**src/rtl/delimited_field_splitter_core_macros.svh**
```systemverilog
// Assertion macros shared by the delimited field splitter modules.
`ifndef DELIMITED_FIELD_SPLITTER_CORE_MACROS_SVH
`define DELIMITED_FIELD_SPLITTER_CORE_MACROS_SVH

// Same-cycle implication, sampled on clk and held off while rst_n is low.
`define DFS_ASSERT_NOW(label, ante, cons, msg) \
    label: assert property (@(posedge clk) disable iff (!rst_n) (ante) |-> (cons)) \
        else $error(msg);

// Next-cycle implication, sampled on clk and held off while rst_n is low.
`define DFS_ASSERT_NEXT(label, ante, cons, msg) \
    label: assert property (@(posedge clk) disable iff (!rst_n) (ante) |=> (cons)) \
        else $error(msg);

`endif

```
**src/rtl/dfs_pkg.sv**
```systemverilog
// Types and constants shared by the delimited field splitter modules.
`timescale 1ns / 1ps

package dfs_pkg;

    localparam int DFS_NUM_DELIMS = 4;
    localparam int DFS_CFG_INDEX_W = 3;

    // Configuration register indexes
    localparam logic [DFS_CFG_INDEX_W-1:0] CFG_DELIMITER_COUNT = 3'd0;
    localparam logic [DFS_CFG_INDEX_W-1:0] CFG_DELIMITER_0     = 3'd1;
    localparam logic [DFS_CFG_INDEX_W-1:0] CFG_DELIMITER_1     = 3'd2;
    localparam logic [DFS_CFG_INDEX_W-1:0] CFG_DELIMITER_2     = 3'd3;
    localparam logic [DFS_CFG_INDEX_W-1:0] CFG_DELIMITER_3     = 3'd4;

    // Character codes
    localparam logic [7:0] CH_TAB    = 8'h09;
    localparam logic [7:0] CH_SPACE  = 8'h20;
    localparam logic [7:0] CH_DQUOTE = 8'h22;
    localparam logic [7:0] CH_SQUOTE = 8'h27;
    localparam logic [7:0] CH_COMMA  = 8'h2C;

    localparam logic [7:0] RESET_DELIM_0 = CH_COMMA;
    localparam logic [7:0] RESET_DELIM_1 = CH_SPACE;

    typedef enum logic [1:0] {
        KIND_BYTE  = 2'd0,
        KIND_END   = 2'd1,
        KIND_ERROR = 2'd2
    } dfs_kind_t;

    typedef enum logic [4:0] {
        MODE_SKIP   = 5'b00001,
        MODE_PLAIN  = 5'b00010,
        MODE_QUOTED = 5'b00100,
        MODE_AFTER  = 5'b01000,
        MODE_HALTED = 5'b10000
    } dfs_mode_t;

    typedef struct packed {
        dfs_kind_t   kind;
        logic [7:0]  field_byte;
        logic [15:0] error_position;
        logic        last_of_run;
    } dfs_res_t;

    // Everything one input word yields: up to two results and the next state
    typedef struct packed {
        logic [1:0] count;
        dfs_res_t   res0;
        dfs_res_t   res1;
        dfs_mode_t  mode_next;
        logic       dq_next;
    } dfs_step_t;

endpackage

```
**src/rtl/delimited_field_splitter_core.sv**
```systemverilog
// Top level of the delimited field splitter: state, configuration and channels.
`timescale 1ns / 1ps
`include "delimited_field_splitter_core_macros.svh"

// Byte-serial splitter for delimited text with optional quoting.
// Input channel s_*: one string byte per word in s_tdata, s_tlast on the final
// byte of a string. Output channel m_*: one result per word; m_tuser gives the
// kind (field byte, end of field, parse error), m_tdata carries the field byte
// and the error position, m_tlast marks the last result a byte caused. A byte
// yields zero, one or two results.
// Configuration channel cfg_*: index 0 is the delimiter count (0 means comma
// and space), indexes 1 to 4 the delimiter bytes. Write only while idle;
// cfg_ready is always high.
// Results are registered in the result queue before they appear on m_*, in order.
// Throughput: one byte per cycle while s_tready is high; a byte with two results
// gives the output two results to pass, so the three-entry result queue may fill
// and drop s_tready until the receiver catches up.
// When m_tready is low, results are held in the queue and s_tready falls once
// no room is left for a further byte.
// Reset: parser back to skipping leading blanks at position 0, delimiters to
// comma and space, queue empty. No clearing pass is needed.
module delimited_field_splitter_core
    import dfs_pkg::*;
#(
    parameter int MAX_DELIMITERS = 4,
    parameter int POSITION_WIDTH = 16
)
(
    input  logic                        clk,
    input  logic                        rst_n,
    input  logic                        s_tvalid,
    output logic                        s_tready,
    input  logic [7:0]                  s_tdata,    // [7:0] char_in
    input  logic                        s_tlast,    // end_of_string
    output logic                        m_tvalid,
    input  logic                        m_tready,
    output logic [23:0]                 m_tdata,    // [7:0] field_byte, [23:8] error_position
    output logic [1:0]                  m_tuser,    // [1:0] kind
    output logic                        m_tlast,    // last_of_run
    input  logic                        cfg_valid,
    output logic                        cfg_ready,
    input  logic [DFS_CFG_INDEX_W-1:0]  cfg_index,
    input  logic [7:0]                  cfg_data
);

    dfs_mode_t                        mode_reg;
    logic                             dq_reg;
    logic [POSITION_WIDTH-1:0]        pos_reg;
    logic [POSITION_WIDTH-1:0]        pos_next;
    logic [2:0]                       delim_count_reg;
    logic [DFS_NUM_DELIMS-1:0][7:0]   delim_reg;
    dfs_step_t                        step;
    dfs_res_t                         head;
    logic                             in_fire;
    logic                             cfg_fire;

    assign cfg_ready = 1'b1;
    assign cfg_fire  = cfg_valid && cfg_ready;
    assign in_fire   = s_tvalid && s_tready;

    // Decide this byte's results and the next parse mode
    dfs_step_logic #(
        .MAX_DELIMITERS (MAX_DELIMITERS),
        .POSITION_WIDTH (POSITION_WIDTH)
    ) u_step (
        .char_in         (s_tdata),
        .end_of_string   (s_tlast),
        .mode            (mode_reg),
        .open_dq         (dq_reg),
        .position        (pos_reg),
        .delimiter_count (delim_count_reg),
        .delims          (delim_reg),
        .step            (step)
    );

    // Hold results until the receiver takes them
    dfs_out_buf u_buf (
        .clk        (clk),
        .rst_n      (rst_n),
        .push_valid (s_tvalid),
        .push_ready (s_tready),
        .res_count  (step.count),
        .res0       (step.res0),
        .res1       (step.res1),
        .head_valid (m_tvalid),
        .head_ready (m_tready),
        .head       (head)
    );

    assign m_tdata = {head.error_position, head.field_byte};
    assign m_tuser = head.kind;
    assign m_tlast = head.last_of_run;

    // Position wraps at its width and rewinds at the end of each string
    assign pos_next = s_tlast ? '0 : pos_reg + POSITION_WIDTH'(1);

    always_ff @(posedge clk or negedge rst_n)
    begin
        if (!rst_n)
        begin
            mode_reg <= MODE_SKIP;
            dq_reg   <= 1'b0;
            pos_reg  <= '0;
        end
        else if (in_fire)
        begin
            mode_reg <= step.mode_next;
            dq_reg   <= step.dq_next;
            pos_reg  <= pos_next;
        end
    end

    // Configuration registers; unknown indexes are dropped
    always_ff @(posedge clk or negedge rst_n)
    begin
        if (!rst_n)
        begin
            delim_count_reg <= 3'd0;
            delim_reg[0]    <= RESET_DELIM_0;
            delim_reg[1]    <= RESET_DELIM_1;
            delim_reg[2]    <= 8'd0;
            delim_reg[3]    <= 8'd0;
        end
        else if (cfg_fire)
        begin
            case (cfg_index)
                CFG_DELIMITER_COUNT: delim_count_reg <= cfg_data[2:0];
                CFG_DELIMITER_0:     delim_reg[0]    <= cfg_data;
                CFG_DELIMITER_1:     delim_reg[1]    <= cfg_data;
                CFG_DELIMITER_2:     delim_reg[2]    <= cfg_data;
                CFG_DELIMITER_3:     delim_reg[3]    <= cfg_data;
                default:             delim_count_reg <= delim_count_reg;
            endcase
        end
    end

    `DFS_ASSERT_NOW(a_halted_silent, in_fire && mode_reg == MODE_HALTED, step.count == 2'd0, "halted parser produced a result")
    `DFS_ASSERT_NEXT(a_eos_rewinds, in_fire && s_tlast, mode_reg == MODE_SKIP && pos_reg == '0 && !dq_reg, "end of string did not rewind")
    `DFS_ASSERT_NOW(a_last_marks, in_fire && step.count == 2'd2, !step.res0.last_of_run && step.res1.last_of_run, "last marker misplaced")

endmodule

```
**src/rtl/dfs_step_logic.sv**
```systemverilog
// Per-byte tokenizer decision: results and next parse state for one word.
`timescale 1ns / 1ps

module dfs_step_logic
    import dfs_pkg::*;
#(
    parameter int MAX_DELIMITERS = 4,
    parameter int POSITION_WIDTH = 16
)
(
    input  logic [7:0]                       char_in,
    input  logic                             end_of_string,
    input  dfs_mode_t                        mode,
    input  logic                             open_dq,
    input  logic [POSITION_WIDTH-1:0]        position,
    input  logic [2:0]                       delimiter_count,
    input  logic [DFS_NUM_DELIMS-1:0][7:0]   delims,
    output dfs_step_t                        step
);

    localparam int LIMIT = (MAX_DELIMITERS < DFS_NUM_DELIMS) ? MAX_DELIMITERS
                                                               : DFS_NUM_DELIMS;

    function automatic logic in_set(input logic [7:0] c, input logic [2:0] n,
                                    input logic [DFS_NUM_DELIMS-1:0][7:0] d);
        logic hit;
        hit = 1'b0;
        if (n == 3'd0)
        begin
            hit = (c == CH_COMMA) || (c == CH_SPACE);
        end
        else
        begin
            for (int i = 0; i < DFS_NUM_DELIMS; i++)
            begin
                if ((3'(i) < n) && (d[i] == c))
                begin
                    hit = 1'b1;
                end
            end
        end
        return hit;
    endfunction

    logic [2:0]                  eff_count;
    logic                        c_delim;
    logic                        tab_delim;
    logic                        sp_delim;
    logic                        blank;
    logic                        opens_quote;
    logic                        plain_delim;
    logic                        adds_empty;
    logic [7:0]                  quote_char;
    logic [POSITION_WIDTH+15:0]  pos_ext;

    always_comb
    begin
        eff_count   = (delimiter_count > 3'(LIMIT)) ? 3'(LIMIT) : delimiter_count;
        c_delim     = in_set(char_in, eff_count, delims);
        tab_delim   = in_set(CH_TAB, eff_count, delims);
        sp_delim    = in_set(CH_SPACE, eff_count, delims);
        blank       = (char_in == CH_SPACE) || ((char_in == CH_TAB) && !tab_delim);
        opens_quote = ((char_in == CH_SQUOTE) || (char_in == CH_DQUOTE)) && !c_delim;
        // tab splits an unquoted field whenever space does
        plain_delim = c_delim || (sp_delim && (char_in == CH_TAB));
        // a trailing non-blank delimiter leaves an empty field behind it
        adds_empty  = end_of_string && (char_in != CH_SPACE) && (char_in != CH_TAB);
        quote_char  = open_dq ? CH_DQUOTE : CH_SQUOTE;
        pos_ext     = {16'd0, position};

        step.count     = 2'd0;
        step.res0      = '{kind: KIND_END, default: '0};
        step.res1      = '{kind: KIND_END, default: '0};
        step.mode_next = mode;
        step.dq_next   = open_dq;

        case (mode)
            MODE_SKIP:
            begin
                if (blank)
                begin
                    step.count = end_of_string ? 2'd1 : 2'd0;
                end
                else if (opens_quote)
                begin
                    step.dq_next   = (char_in == CH_DQUOTE);
                    step.mode_next = MODE_QUOTED;
                    step.count     = end_of_string ? 2'd1 : 2'd0;
                end
                else if (plain_delim)
                begin
                    step.count     = adds_empty ? 2'd2 : 2'd1;
                    step.mode_next = MODE_SKIP;
                end
                else
                begin
                    step.res0.kind       = KIND_BYTE;
                    step.res0.field_byte = char_in;
                    step.count           = end_of_string ? 2'd2 : 2'd1;
                    step.mode_next       = MODE_PLAIN;
                end
            end
            MODE_PLAIN:
            begin
                if (plain_delim)
                begin
                    step.count     = adds_empty ? 2'd2 : 2'd1;
                    step.mode_next = MODE_SKIP;
                end
                else
                begin
                    step.res0.kind       = KIND_BYTE;
                    step.res0.field_byte = char_in;
                    step.count           = end_of_string ? 2'd2 : 2'd1;
                end
            end
            MODE_QUOTED:
            begin
                if (char_in == quote_char)
                begin
                    step.mode_next = MODE_AFTER;
                    step.count     = end_of_string ? 2'd1 : 2'd0;
                end
                else
                begin
                    step.res0.kind       = KIND_BYTE;
                    step.res0.field_byte = char_in;
                    step.count           = end_of_string ? 2'd2 : 2'd1;
                end
            end
            MODE_AFTER:
            begin
                if (!sp_delim && blank)
                begin
                    step.count = end_of_string ? 2'd1 : 2'd0;
                end
                else if (c_delim)
                begin
                    step.count     = adds_empty ? 2'd2 : 2'd1;
                    step.mode_next = MODE_SKIP;
                end
                else
                begin
                    step.res0.kind           = KIND_ERROR;
                    step.res0.error_position = pos_ext[15:0];
                    step.count               = 2'd1;
                    step.mode_next           = MODE_HALTED;
                end
            end
            default:
            begin
                step.mode_next = MODE_HALTED;
            end
        endcase

        step.res0.last_of_run = (step.count == 2'd1);
        step.res1.last_of_run = (step.count == 2'd2);

        // end of string always rewinds the parser
        if (end_of_string)
        begin
            step.mode_next = MODE_SKIP;
            step.dq_next   = 1'b0;
        end
    end

endmodule

```
**src/rtl/dfs_out_buf.sv**
```systemverilog
// Three-entry result queue between the tokenizer and the output channel.
`timescale 1ns / 1ps
`include "delimited_field_splitter_core_macros.svh"

module dfs_out_buf
    import dfs_pkg::*;
(
    input  logic       clk,
    input  logic       rst_n,
    input  logic       push_valid,
    output logic       push_ready,
    input  logic [1:0] res_count,
    input  dfs_res_t   res0,
    input  dfs_res_t   res1,
    output logic       head_valid,
    input  logic       head_ready,
    output dfs_res_t   head
);

    localparam int DEPTH = 3;
    localparam int CNT_W = $clog2(DEPTH + 1);

    dfs_res_t             ent_reg  [DEPTH];
    dfs_res_t             ent_sh   [DEPTH];
    dfs_res_t             ent_next [DEPTH];
    logic [CNT_W-1:0]     count_reg;
    logic [CNT_W-1:0]     count_next;
    logic [CNT_W-1:0]     base;
    logic [CNT_W:0]       fill_sum;
    logic                 pop;
    logic                 push;

    always_comb
    begin
        pop        = (count_reg != '0) && head_ready;
        base       = count_reg - CNT_W'(pop);
        push_ready = (base <= CNT_W'(DEPTH - 2));
        push       = push_valid && push_ready;
        fill_sum   = {1'b0, base} + (push ? (CNT_W + 1)'(res_count) : '0);
        count_next = fill_sum[CNT_W-1:0];

        ent_sh[DEPTH-1] = ent_reg[DEPTH-1];
        for (int i = 0; i < DEPTH - 1; i++)
        begin
            ent_sh[i] = pop ? ent_reg[i+1] : ent_reg[i];
        end

        for (int i = 0; i < DEPTH; i++)
        begin
            ent_next[i] = ent_sh[i];
            if (push && (res_count != 2'd0) && (CNT_W'(i) == base))
            begin
                ent_next[i] = res0;
            end
            if (push && (res_count == 2'd2) && (CNT_W'(i) == base + CNT_W'(1)))
            begin
                ent_next[i] = res1;
            end
        end
    end

    always_ff @(posedge clk or negedge rst_n)
    begin
        if (!rst_n)
        begin
            count_reg <= '0;
        end
        else
        begin
            count_reg <= count_next;
        end
    end

    always_ff @(posedge clk)
    begin
        for (int i = 0; i < DEPTH; i++)
        begin
            ent_reg[i] <= ent_next[i];
        end
    end

    assign head_valid = (count_reg != '0);
    assign head       = ent_reg[0];

    `DFS_ASSERT_NOW(a_no_overflow, push, fill_sum <= (CNT_W + 1)'(DEPTH), "result queue overflow")
    `DFS_ASSERT_NOW(a_empty_accepts, count_reg == '0, push_ready, "empty queue refused a word")
    `DFS_ASSERT_NEXT(a_drains, pop && count_reg == CNT_W'(1) && (!push || res_count == 2'd0), count_reg == '0, "queue failed to drain")

endmodule
```
**config.mk**
```make
export PLATFORM = sky130hd
export DESIGN_NAME = delimited_field_splitter_core
export DESIGN_NICKNAME = d
export VERILOG_FILES = /design/src/rtl/dfs_pkg.sv /design/src/rtl/delimited_field_splitter_core.sv /design/src/rtl/dfs_step_logic.sv /design/src/rtl/dfs_out_buf.sv
export VERILOG_INCLUDE_DIRS = /design/src /design/src/rtl
export SDC_FILE = /design/constraint.sdc
export NUM_CORES = 1
export LEC_CHECK = 0
export BUFFER_PORTS_ARGS = -buffer_cell sky130_fd_sc_hd__buf_2
export CORE_MARGIN = 4
export CORE_UTILIZATION = 60
export CTS_CLUSTER_SIZE = 25
export DETAILED_ROUTE_END_ITERATION = 10
export PLACE_DENSITY = 0.86
export SYNTH_ARGS = -nofsm -noshare
export SYNTH_HDL_FRONTEND = slang
export SYNTH_SLANG_ARGS = --single-unit
```
**constraint.sdc**
```tcl
create_clock -name clk -period 4.3 [get_ports clk]
set_clock_uncertainty 0.2 [all_clocks]
set_input_delay 0.215 -clock clk [delete_from_list [all_inputs] [get_ports clk]]
set_output_delay 0.215 -clock clk [all_outputs]
set_load 0.1 [all_outputs]
```
==> results of run 1 <==
[layer usage]
metal / up-vias / share of wire / track usage
met4: 0 / 0.033 / 0.09817
met1: 2558 / 0.43 / 0.3153
met3: 55 / 0.074 / 0.07064
li1: 2423 / - / -
met2: 233 / 0.46 / 0.3687
met5: - / 0 / 0
[worst max path at each step]
stage,slack [ns],end,cells past startpoint,startpoint
3_3_place_gp,0.93,u_buf.ent_reg[0][27]$_DFFE_PP_,10,delim_reg[4]$_DFFE_PN0P_
3_5_place_dp,0.81,u_buf.ent_reg[0][9]$_SDFFE_PP0P_,10,delim_reg[4]$_DFFE_PN0P_
2_1_floorplan,0.14,u_buf.ent_reg[0][27]$_DFFE_PP_,13,u_buf.count_reg[1]$_DFF_PN0_
4_1_cts,0.76,u_buf.ent_reg[0][9]$_SDFFE_PP0P_,12,s_tdata[3]
5_1_grt,0.51,u_buf.ent_reg[0][21]$_SDFFE_PP0P_,11,s_tdata[3]
6_report,0.72,u_buf.ent_reg[0][9]$_SDFFE_PP0P_,12,s_tdata[3]
[metrics by stage]
step                      utilization  instances  total power, W  cell area, um2
final                          0.6918        866        0.004378            8034
after global routing           0.6918        866        0.004561            8034
after CTS                      0.6918        866        0.004372            8034
after detailed placement       0.6286        821        0.002866            7301
after global placement         0.6286        821        0.002818            7301
after floorplan                     -        677        0.002650            7283
[cell type report]
class | instances | share of cell area
inverter | 7 | 0.003271
clock inverter | 10 | 0.01589
tap | 143 | 0.02227
multi-input combinational | 470 | 0.4510
clock buffer | 22 | 0.05918
timing repair buffer | 74 | 0.05825
sequential | 140 | 0.3901
[power by group through the flow]
| stage | registers [W] | clock network (W) | logic [W] |
|---|---|---|---|
| 2_1_floorplan | 0.00163 | 0 | 0.00102 |
| 4_1_cts | 0.00163 | 0.00151 | 0.00123 |
| 3_5_place_dp | 0.00166 | 0 | 0.00121 |
| 6_report | 0.00164 | 0.00150 | 0.00124 |
| 5_1_grt | 0.00166 | 0.00158 | 0.00133 |
| 3_3_place_gp | 0.00164 | 0 | 0.00117 |
[what timing repair did]
| item | in CTS | in global routing |
|---|---|---|
| hold buffers | 13 | 0 |
| endpoints found under the hold margin | 95 | 0 |
| resized for setup | 0 | 0 |
| setup buffers | 0 | 0 |
[cell families after synthesis]
family | Yosys count | share of synthesized area
adders and majority gates | 4 | 0.006897
AOI/OAI and AO/OA | 74 | 0.07121
DFF | 140 | 0.4319
muxes | 143 | 0.2086
buffers and inverters | 67 | 0.07310
xor gates and xnor gates | 47 | 0.05672
and+or+nand+nor | 201 | 0.1510
other | 1 | 0.0005167
[placed cells by master, fill, tap and decap left out, types with 7 or more instances in the layout]
cell           instances
dfxtp_1               78
mux2i_1               77
mux2_2                65
dfrtp_1               54
buf_2                 53
nand2_1               51
o21ai_0               33
xnor2_1               33
nor2_1                32
nor2b_1               28
clkbuf_16             18
nor3_1                16
nand3_1               16
xor2_1                13
dlygate4sd3_1         13
nand4_1                9
and3_1                 8
a21oi_1                7
inv_1                  7
buf_4                  7
[worst min-delay path, delay by kind of cell]
kind / cells / cell delay (ns)
buffers and inverters: 1 / 0.17
AND/OR/NAND/NOR: 1 / 0.14
multiplexers: 1 / 0.08
==> impl_metrics.yaml, run 1 <==
timing:
  rsz0062_at_grt: "no"
  setup_slack_ns: 0.7195
  finalHoldViolations: 0
  setup_viol: 0
  min_period_over_period: 0.8327
  whs_ns: 0.03355
  tns_ns: 0
  slew_headroom: 0.2288
  post-route-min-period_ns: 3.581
  slew_viol_final: 0
  fmax_ghz: 0.2793
  worst_pin_slew_ns: 1.148
min_path:
  holdPathEnd: "u_buf.ent_reg[0][45]$_SDFFE_PP0P_"
  hp-class: "in2reg"
  min_from: "s_tdata[1]"
  min_path_cells: 3
worst_setup_path:
  path_class: "in2reg"
  cp-end-kind: "register"
  worstReg2RegStart: "delim_reg[9]$_DFFE_PN0P_"
  reg2reg_slack_ns: 0.76
  worstPathMaxFanout: 11
  required_ns: 4.45
  regToRegEndpoint: "u_buf.ent_reg[0][9]$_SDFFE_PP0P_"
  path_buf_inv: 3
  slowest_stage: "dlygate4sd3_1"
  start_kind: "input pin"
  worstPathCellList: "dlygate4sd3_1 -> buf_2 -> or3b_2 -> a211oi_2 -> or2b_2 -> a31oi_1 -> a41oi_2 -> a21oi_2 -> or2_0 -> o21ai_4 -> buf_4 -> mux2i_1"
  cpPeakStageDelay_ns: 0.54
  arrival_ns: 3.73
  rr_worst_depth: 10
  crit_family: "compound AO/OA/AOI/OAI gates"
yosys:
  synth_edf_count: 3
  synth_seq_cells: 140
  synth_area_per_cell_um2: 10.72
  yosys_warnings: 0
  syn_inst: 677
  synth_top_area_frac: 0.2152
  netlist_top_cells_area: "dfxtp_1 22%, dfrtp_1 19%, mux2i_1 11%"
  synth_cell_types: 78
  dominantRegCellSynth: "dfxtp_1"
  synthTopCellsByCount: "78 x dfxtp_1, 77 x mux2i_1, 65 x mux2_2"
  syn_area_um2: 7257
  async_flop_share: 0.4214
  synth_largest_area_cell: "dfxtp_1"
  synth_seq_area_share: 0.4319
  synth.net_count: 706
  synth.most_common_cell: "dfxtp_1"
floorplan:
  dieArea_um2: 13920
  initial_core_util: 0.6249
  die_y_um: 118.0
  ios: 55
  rows: 39
  fp.dieW_um: 118.0
  core_region_area_um2: 11610
clock_network:
  clockBufferDepth: 2
  cts_made_buffers: 17
  clock_sinks: 140
  clock_latency_ns: 0.43
  cts_tree: "built"
  htree_levels: 4
  cts_root_buffer: "clkbuf_16"
  path_clk_slew_ns: 0.06
placed_design:
  hpwlAfterDp_um: 10960
  preCtsSetupSlack_ns: 0.8147
  gp_congestion: 0.9651
  io_buffers: 53
route:
  wl_per_cell_um: 18.98
  via_per_inst: 6.084
  dr.pass1.iters: 5
  ant_nets: 0
  dr.first_iter.drc_count: 469
  drc: 0
  routed-via-count: 5269
  wirelength_um: 16440
power:
  power_density_nw_per_um2: 545.0
  peakVddDrop_mv: 0.4303
  leakage_nw: 3.732
  sw_frac_of_total: 0.3517
  p_comb_frac: 0.283
  clockPowerShare: 0.342
  seq_power_share: 0.375
  p_int_w: 0.002839
  p_sw_w: 0.001540
run_status:
  status: "completed"
global_routing:
  grt_first_pass_wirelength_um: 26790
  overflow: 0
  grt_use_total: 0.2392
  grt_pass1_vias: 5242
  antenna_found_initial: 0
  grt_max_degree: 60
finish:
  drive_gt1_frac: 0.2586
  diodes: 0
  nets: 739
  layout.area.seq_um2: 3134
  area_growth_pct: 10.71
  largest_register_ffs: 81
  fill_cells: 833
  multi_input_area_um2: 3623
flow_run:
  drv_cap: 0
No activity file was read; power rests on OpenSTA's default activity.
==> inputs of run 2 (changes only) <==
--- a/config.mk
+++ b/config.mk
@@ -6,12 +6,13 @@
 export SDC_FILE = /design/constraint.sdc
 export NUM_CORES = 1
 export LEC_CHECK = 0
+export ABC_AREA = 1
 export BUFFER_PORTS_ARGS = -buffer_cell sky130_fd_sc_hd__buf_2
 export CORE_MARGIN = 4
-export CORE_UTILIZATION = 60
+export CORE_UTILIZATION = 61
 export CTS_CLUSTER_SIZE = 25
 export DETAILED_ROUTE_END_ITERATION = 10
-export PLACE_DENSITY = 0.86
+export PLACE_DENSITY = 0.87
 export SYNTH_ARGS = -nofsm -noshare
 export SYNTH_HDL_FRONTEND = slang
 export SYNTH_SLANG_ARGS = --single-unit
==> constraint.sdc (replaced) <==
create_clock -name clk -period 3.5 [get_ports clk]
set_clock_uncertainty 0.2 [all_clocks]
set_input_delay 0.175 -clock clk [delete_from_list [all_inputs] [get_ports clk]]
set_output_delay 0.175 -clock clk [all_outputs]
set_load 0.1 [all_outputs]
==> impl_metrics.yaml, run 2 <==
route:
  highest_layer: "met4"
  wl_met3_um: 1341
  wirelength_um: 18350
  dr.pass1.iters: 5
  wl_per_cell_um: 14.24
  drc: 0
  via_per_inst: 5.512
  ant_nets: 0
  dr.first_iter.drc_count: 855
  routed-via-count: 7099
  wl_met1_um: 7811
  dr_wl_met2_um: 8803
yosys:
  synth_mux_area_frac: 0
  synth_compound_area_frac: 0.06100
  syn_inst: 1089
  synth_top_family_by_area: "simple AND/OR/NAND/NOR gates"
  netlist_top_cells_area: "dfxtp_1 20%, dfrtp_1 18%, nand2_1 14%"
  synthTopCellsByCount: "285 x nand2_1, 137 x nand3_1, 134 x inv_1"
  synth_fa_ha_area_frac: 0.006560
  synth-simple-area-share: 0.3673
  synth_seq_area_share: 0.4108
  synth_edf_count: 3
  synth_largest_area_cell: "dfxtp_1"
  dominantRegCellSynth: "dfxtp_1"
  syn_area_um2: 7630
  synth.net_count: 1118
  synth.most_common_cell: "nand2_1"
  async_flop_share: 0.4214
  synth_seq_cells: 140
  synth_cell_types: 48
  yosys_warnings: 0
  synth_top_area_frac: 0.2047
  synth-xor-area-share: 0.01607
  synth_area_per_cell_um2: 7.006
power:
  leakage_nw: 4.356
  clockPowerShare: 0.233
  p_sw_w: 0.003693
  sw_frac_of_total: 0.4692
  seq_power_share: 0.331
  peakVddDrop_mv: 0.4008
  p_comb_frac: 0.436
  power_density_nw_per_um2: 924.0
  p_int_w: 0.004178
global_routing:
  grt_use_total: 0.2634
  overflow: 0
  grt_pass1_vias: 6508
  grt_first_pass_wirelength_um: 30790
  antenna_found_initial: 0
  grt_max_degree: 55
run_status:
  status: "completed"
clock_network:
  clock_sinks: 140
  cts_tree: "built"
  path_clk_slew_ns: 0.06
  htree_levels: 4
  clockBufferDepth: 2
  clock_latency_ns: 0.43
  cts_root_buffer: "clkbuf_16"
  cts_made_buffers: 17
placed_design:
  gp_congestion: 0.9745
  hpwlAfterDp_um: 12180
  io_buffers: 53
  preCtsSetupSlack_ns: 0.3175
finish:
  diodes: 0
  mostFrequentLayoutCells: "284 x nand2_1, 137 x nand3_1, 133 x inv_1"
  largest_register_ffs: 81
  drive_gt1_frac: 0.1250
  final_common_cell: "nand2_1"
  nets: 1137
  area_growth_pct: 11.64
timing:
  finalHoldViolations: 0
  fmax_ghz: 0.3107
  tns_ns: 0
  rsz0062_at_grt: "no"
  setup_viol: 0
  setup_slack_ns: 0.2814
  min_period_over_period: 0.9196
  slew_viol_final: 0
  post-route-min-period_ns: 3.219
  slew_headroom: 0.4893
  worst_pin_slew_ns: 0.7661
worst_setup_path:
  path_class: "reg2reg"
  worstReg2RegStart: "delim_count_reg[2]$_DFFE_PN0P_"
  arrival_ns: 3.39
  worstPathMaxFanout: 34
  cp-end-kind: "register"
  critPathLaunch: "delim_count_reg[2]$_DFFE_PN0P_"
  required_ns: 3.67
  start_kind: "register"
floorplan:
  fp.dieW_um: 119.8
  core_region_area_um2: 12110
  die_y_um: 119.8
  ios: 55
  dieArea_um2: 14360
  rows: 40
  initial_core_util: 0.6300
min_path:
  hp-class: "in2reg"
  min_from: "s_tvalid"
flow_run:
  drv_cap: 0
==> run 2: changes by cell type after synthesis, sizes merged, moves of 7 or more <==
cell / previous run / this run
nand2: 52 / 288
inv: 7 / 146
nand3: 16 / 144
mux2i: 77 / 0
nor2: 32 / 101
mux2: 66 / 0
nand4: 9 / 62
nor2b: 28 / 0
o21ai: 36 / 60
xnor2: 34 / 11
buf: 44 / 55
xor2: 13 / 3
a21oi: 10 / 17
==> run 2: critical path, stage by stage (launching register included) <==
cell and delay (ns):
dfrtp_1 0.43, nor2_1 0.15, nand2_1 0.16, nand3_1 0.12, nor2_1 0.05, nand2_1 0.06
nand2_1 0.09, nor2_4 0.17, nand3_2 0.14, nand3_2 0.12, nand2_2 0.08, a21oi_4 0.20
nand2_4 0.23, nand3_4 0.28, buf_4 0.37, nand3_1 0.14, nand3_1 0.13
==> run 2: path summary, 6_finish.rpt <==
kind | to | slack [ns] | cells after the start
setup reg to reg | u_buf.ent_reg[0][26]$_SDFFE_PP0P_ | 0.28 | 16
hold / removal | pos_reg[2]$_DFFE_PN0P_ | 0.02 | 5
hold reg to reg | u_buf.ent_reg[0][80]$_SDFFE_PP0P_ | 0.22 | 2
min in group asynchronous | delim_reg[9]$_DFFE_PN0P_ | 0.15 | 2
max in group asynchronous | pos_reg[4]$_DFFE_PN0P_ | 2.10 | 3
setup / recovery | u_buf.ent_reg[0][26]$_SDFFE_PP0P_ | 0.28 | 16
==> run 2: logic make-up after synthesis <==
group	after synthesis
AOI/OAI and AO/OA	84
xor gates and xnor gates	14
adders and majority gates	4
buffers and inverters	224
DFF	140
other	1
and+or+nand+nor	622
==> run 2: stage by stage <==
| step | instance area (um2) | total power, W | instances | hold WS, ns | utilization |
|---|---|---|---|---|---|
| after CTS | 8513 | 0.007859 | 1288 | 0.008738 | 0.7029 |
| after floorplan | 7721 | 0.005624 | 1089 | -0.3206 | - |
| after detailed placement | 7769 | 0.005979 | 1243 | 0.09285 | 0.6414 |
| after global routing | 8518 | 0.008319 | 1288 | 0.04681 | 0.7033 |
| after global placement | 7769 | 0.005893 | 1243 | 0.08604 | 0.6414 |
| final | 8518 | 0.007871 | 1288 | 0.02276 | 0.7033 |
==> run 2: final cells by class <==
class	instances	area, um2
flip-flops and latches	140	3134
clock inverters	11	115.1
inverters	148	566.8
fillers	993	3593
multi-input cells	725	3517
clock buffers	20	489.2
well taps	168	210.2
repair buffers	76	485.5
==> run 2: per-layer routing <==
layer  global-route usage  vias up
li1                     -     3516
met2               0.4191      344
met4               0.1045        0
met1               0.3545     3197
met3              0.05325       42
met5                    0        -
==> run 2: repair_timing <==
item	CTS	global route
setup endpoints to repair	0	2
setup buffers	0	0
hold buffers	14	0
gates resized for setup	0	3
hold endpoints to repair	65	0
==> run 2: power groups by stage <==
stage          logic [W]  clock network (W)  registers [W]
4_1_cts          0.00341            0.00185        0.00260
6_report         0.00343            0.00184        0.00261
3_3_place_gp     0.00329                  0        0.00260
5_1_grt          0.00373            0.00192        0.00267
2_1_floorplan    0.00306                  0        0.00256
3_5_place_dp     0.00336                  0        0.00262
==> inputs of run 3 (changes only) <==
--- a/config.mk
+++ b/config.mk
@@ -6,13 +6,12 @@
 export SDC_FILE = /design/constraint.sdc
 export NUM_CORES = 1
 export LEC_CHECK = 0
-export ABC_AREA = 1
 export BUFFER_PORTS_ARGS = -buffer_cell sky130_fd_sc_hd__buf_2
 export CORE_MARGIN = 4
-export CORE_UTILIZATION = 61
+export CORE_UTILIZATION = 60
 export CTS_CLUSTER_SIZE = 25
 export DETAILED_ROUTE_END_ITERATION = 10
-export PLACE_DENSITY = 0.87
+export PLACE_DENSITY = 0.86
 export SYNTH_ARGS = -nofsm -noshare
 export SYNTH_HDL_FRONTEND = slang
 export SYNTH_SLANG_ARGS = --single-unit
==> impl_metrics.yaml, run 3 (synthesis gave the netlist of run 1 again) <==
run_status:
  status: "completed"
route:
  ant_nets: 0
  wl_per_cell_um: 19.30
  via_per_inst: 6.008
  dr.pass1.iters: 5
  dr.first_iter.drc_count: 511
  routed-via-count: 5281
  wirelength_um: 16960
  drc: 0
timing:
  whs_ns: 0.005536
  worst_pin_slew_ns: 0.8294
  post-route-min-period_ns: 3.364
  tns_ns: 0
  setup_slack_ns: 0.1361
  setup_viol: 0
  rsz0062_at_grt: "no"
  slew_viol_final: 0
  slew_headroom: 0.4470
  fmax_ghz: 0.2973
  finalHoldViolations: 0
  min_period_over_period: 0.9611
worst_setup_path:
  worstReg2RegStart: "delim_reg[2]$_DFFE_PN1P_"
  critPathCapture: "u_buf.ent_reg[0][5]$_SDFFE_PP0P_"
  path_buf_inv: 3
  cpPeakStageDelay_ns: 0.58
  slowest_stage: "or4_4"
  critPathLaunch: "s_tdata[4]"
  path_class: "in2reg"
  crit_family: "simple AND/OR/NAND/NOR gates"
  worstPathCellList: "dlygate4sd3_1 -> buf_2 -> or4_4 -> nor3_1 -> nor2_1 -> o31ai_2 -> nand3_1 -> o221ai_2 -> nand3b_4 -> o21ai_4 -> buf_4 -> mux2i_1"
  start_kind: "input pin"
  reg2reg_slack_ns: 0.16
  worstPathMaxFanout: 19
  arrival_ns: 3.51
  cp-end-kind: "register"
  regToRegEndpoint: "u_buf.ent_reg[0][5]$_SDFFE_PP0P_"
  rr_worst_depth: 10
  cp_num_cells: 12
  required_ns: 3.65
placed_design:
  gp_congestion: 0.9643
  preCtsSetupSlack_ns: 0.1592
  hpwlAfterDp_um: 11310
  io_buffers: 53
floorplan:
  initial_core_util: 0.6249
  ios: 55
  core_region_area_um2: 11610
  die_y_um: 118.0
  dieArea_um2: 13920
  fp.dieW_um: 118.0
  rows: 39
min_path:
  hp-class: "in2reg"
global_routing:
  grt_max_degree: 55
  grt_use_total: 0.2506
  grt_first_pass_wirelength_um: 28040
  overflow: 0
  antenna_found_initial: 0
  grt_pass1_vias: 5400
clock_network:
  path_clk_slew_ns: 0.06
  postCtsSetupRepairBufs: 0
  htree_levels: 4
  clock_latency_ns: 0.43
  cts_root_buffer: "clkbuf_16"
  clock_sinks: 140
  cts_tree: "built"
  clockBufferDepth: 2
  cts_made_buffers: 17
finish:
  final_common_cell: "dfxtp_1"
  largest_register_ffs: 81
  nets: 751
  drive_gt1_frac: 0.2789
  multi_input_area_um2: 3707
  mostFrequentLayoutCells: "78 x dfxtp_1, 77 x mux2i_1, 65 x mux2_2"
  layout.area.seq_um2: 3134
  area_growth_pct: 12.97
  fill_cells: 803
power:
  peakVddDrop_mv: 0.4866
  leakage_nw: 3.786
  power_density_nw_per_um2: 659.9
flow_run:
  drv_cap: 0
[run 3: cell count changes in the layout (fill, tap and decap cells not counted), moves of 10 or more]
cell / previous run / this run
mux2_2: 0 / 65
nand4_1: 62 / 9
mux2i_1: 0 / 77
nor2b_1: 0 / 28
nand3_1: 137 / 16
nor2_1: 94 / 29
o21ai_0: 58 / 33
xnor2_1: 10 / 33
inv_1: 133 / 6
xor2_1: 3 / 13
nand2_1: 284 / 49
[run 3: how the worst min path moves through the flow]
stage | endpoint | depth (start not counted) | slack (ns) | startpoint
floorplan | delim_count_reg[0]$_DFFE_PN0P_ | 0 | -0.32 | rst_n
global placement | delim_reg[8]$_DFFE_PN0P_ | 1 | 0.06 | rst_n
detailed placement | delim_reg[27]$_DFFE_PN0P_ | 1 | 0.08 | rst_n
CTS | u_buf.ent_reg[0][18]$_SDFFE_PP0P_ | 3 | 0.01 | s_tdata[1]
global route | u_buf.ent_reg[0][18]$_SDFFE_PP0P_ | 3 | 0.04 | s_tdata[1]
finish | u_buf.ent_reg[0][18]$_SDFFE_PP0P_ | 3 | 0.006 | s_tdata[1]
[run 3: worst min-delay path, delay by kind of cell]
family,cells,cell delay [ns]
buffers and inverters,1,0.17
and+or+nand+nor,1,0.14
muxes,1,0.09
[run 3: through the flow]
step	power (W)	cells	util	area, um2
global placement	0.003568	830	0.6407	7441
finish	0.005410	879	0.7059	8198
CTS	0.005407	878	0.7045	8182
detailed placement	0.003621	830	0.6407	7441
floorplan	0.003349	677	-	7378
global route	0.005627	878	0.7057	8195
[run 3: layer usage]
metal | vias up | track usage | wire, um
met5 | - | 0 | 0
met1 | 2638 | 0.3271 | 7399
li1 | 2449 | - | -
met4 | 0 | 0.08571 | 336
met2 | 158 | 0.4114 | 8361
met3 | 36 | 0.05718 | 866
[run 3: final cells by class]
cell class	instances	area share
well taps	143	0.02183
multi-input cells	470	0.4522
repair buffers	86	0.06899
diodes	1	0.0003053
flip-flops and latches	140	0.3823
inverters	7	0.003510
clock buffers	23	0.05708
clock inverters	9	0.01374
[run 3: timing repair]
action | in CTS | in global routing
hold buffers | 16 | 0
endpoints found under the hold margin | 77 | 0
gates resized for setup | 0 | 3
setup endpoints to repair | 0 | 36
[run 3: report_power, final]
group	total (W)	internal [W]	switching, W
registers	0.00202	0.00182	0.000201
clock network	0.00177	0.00109	0.000681
logic	0.00162	0.000593	0.00103
total	0.00541	0.00350	0.00191
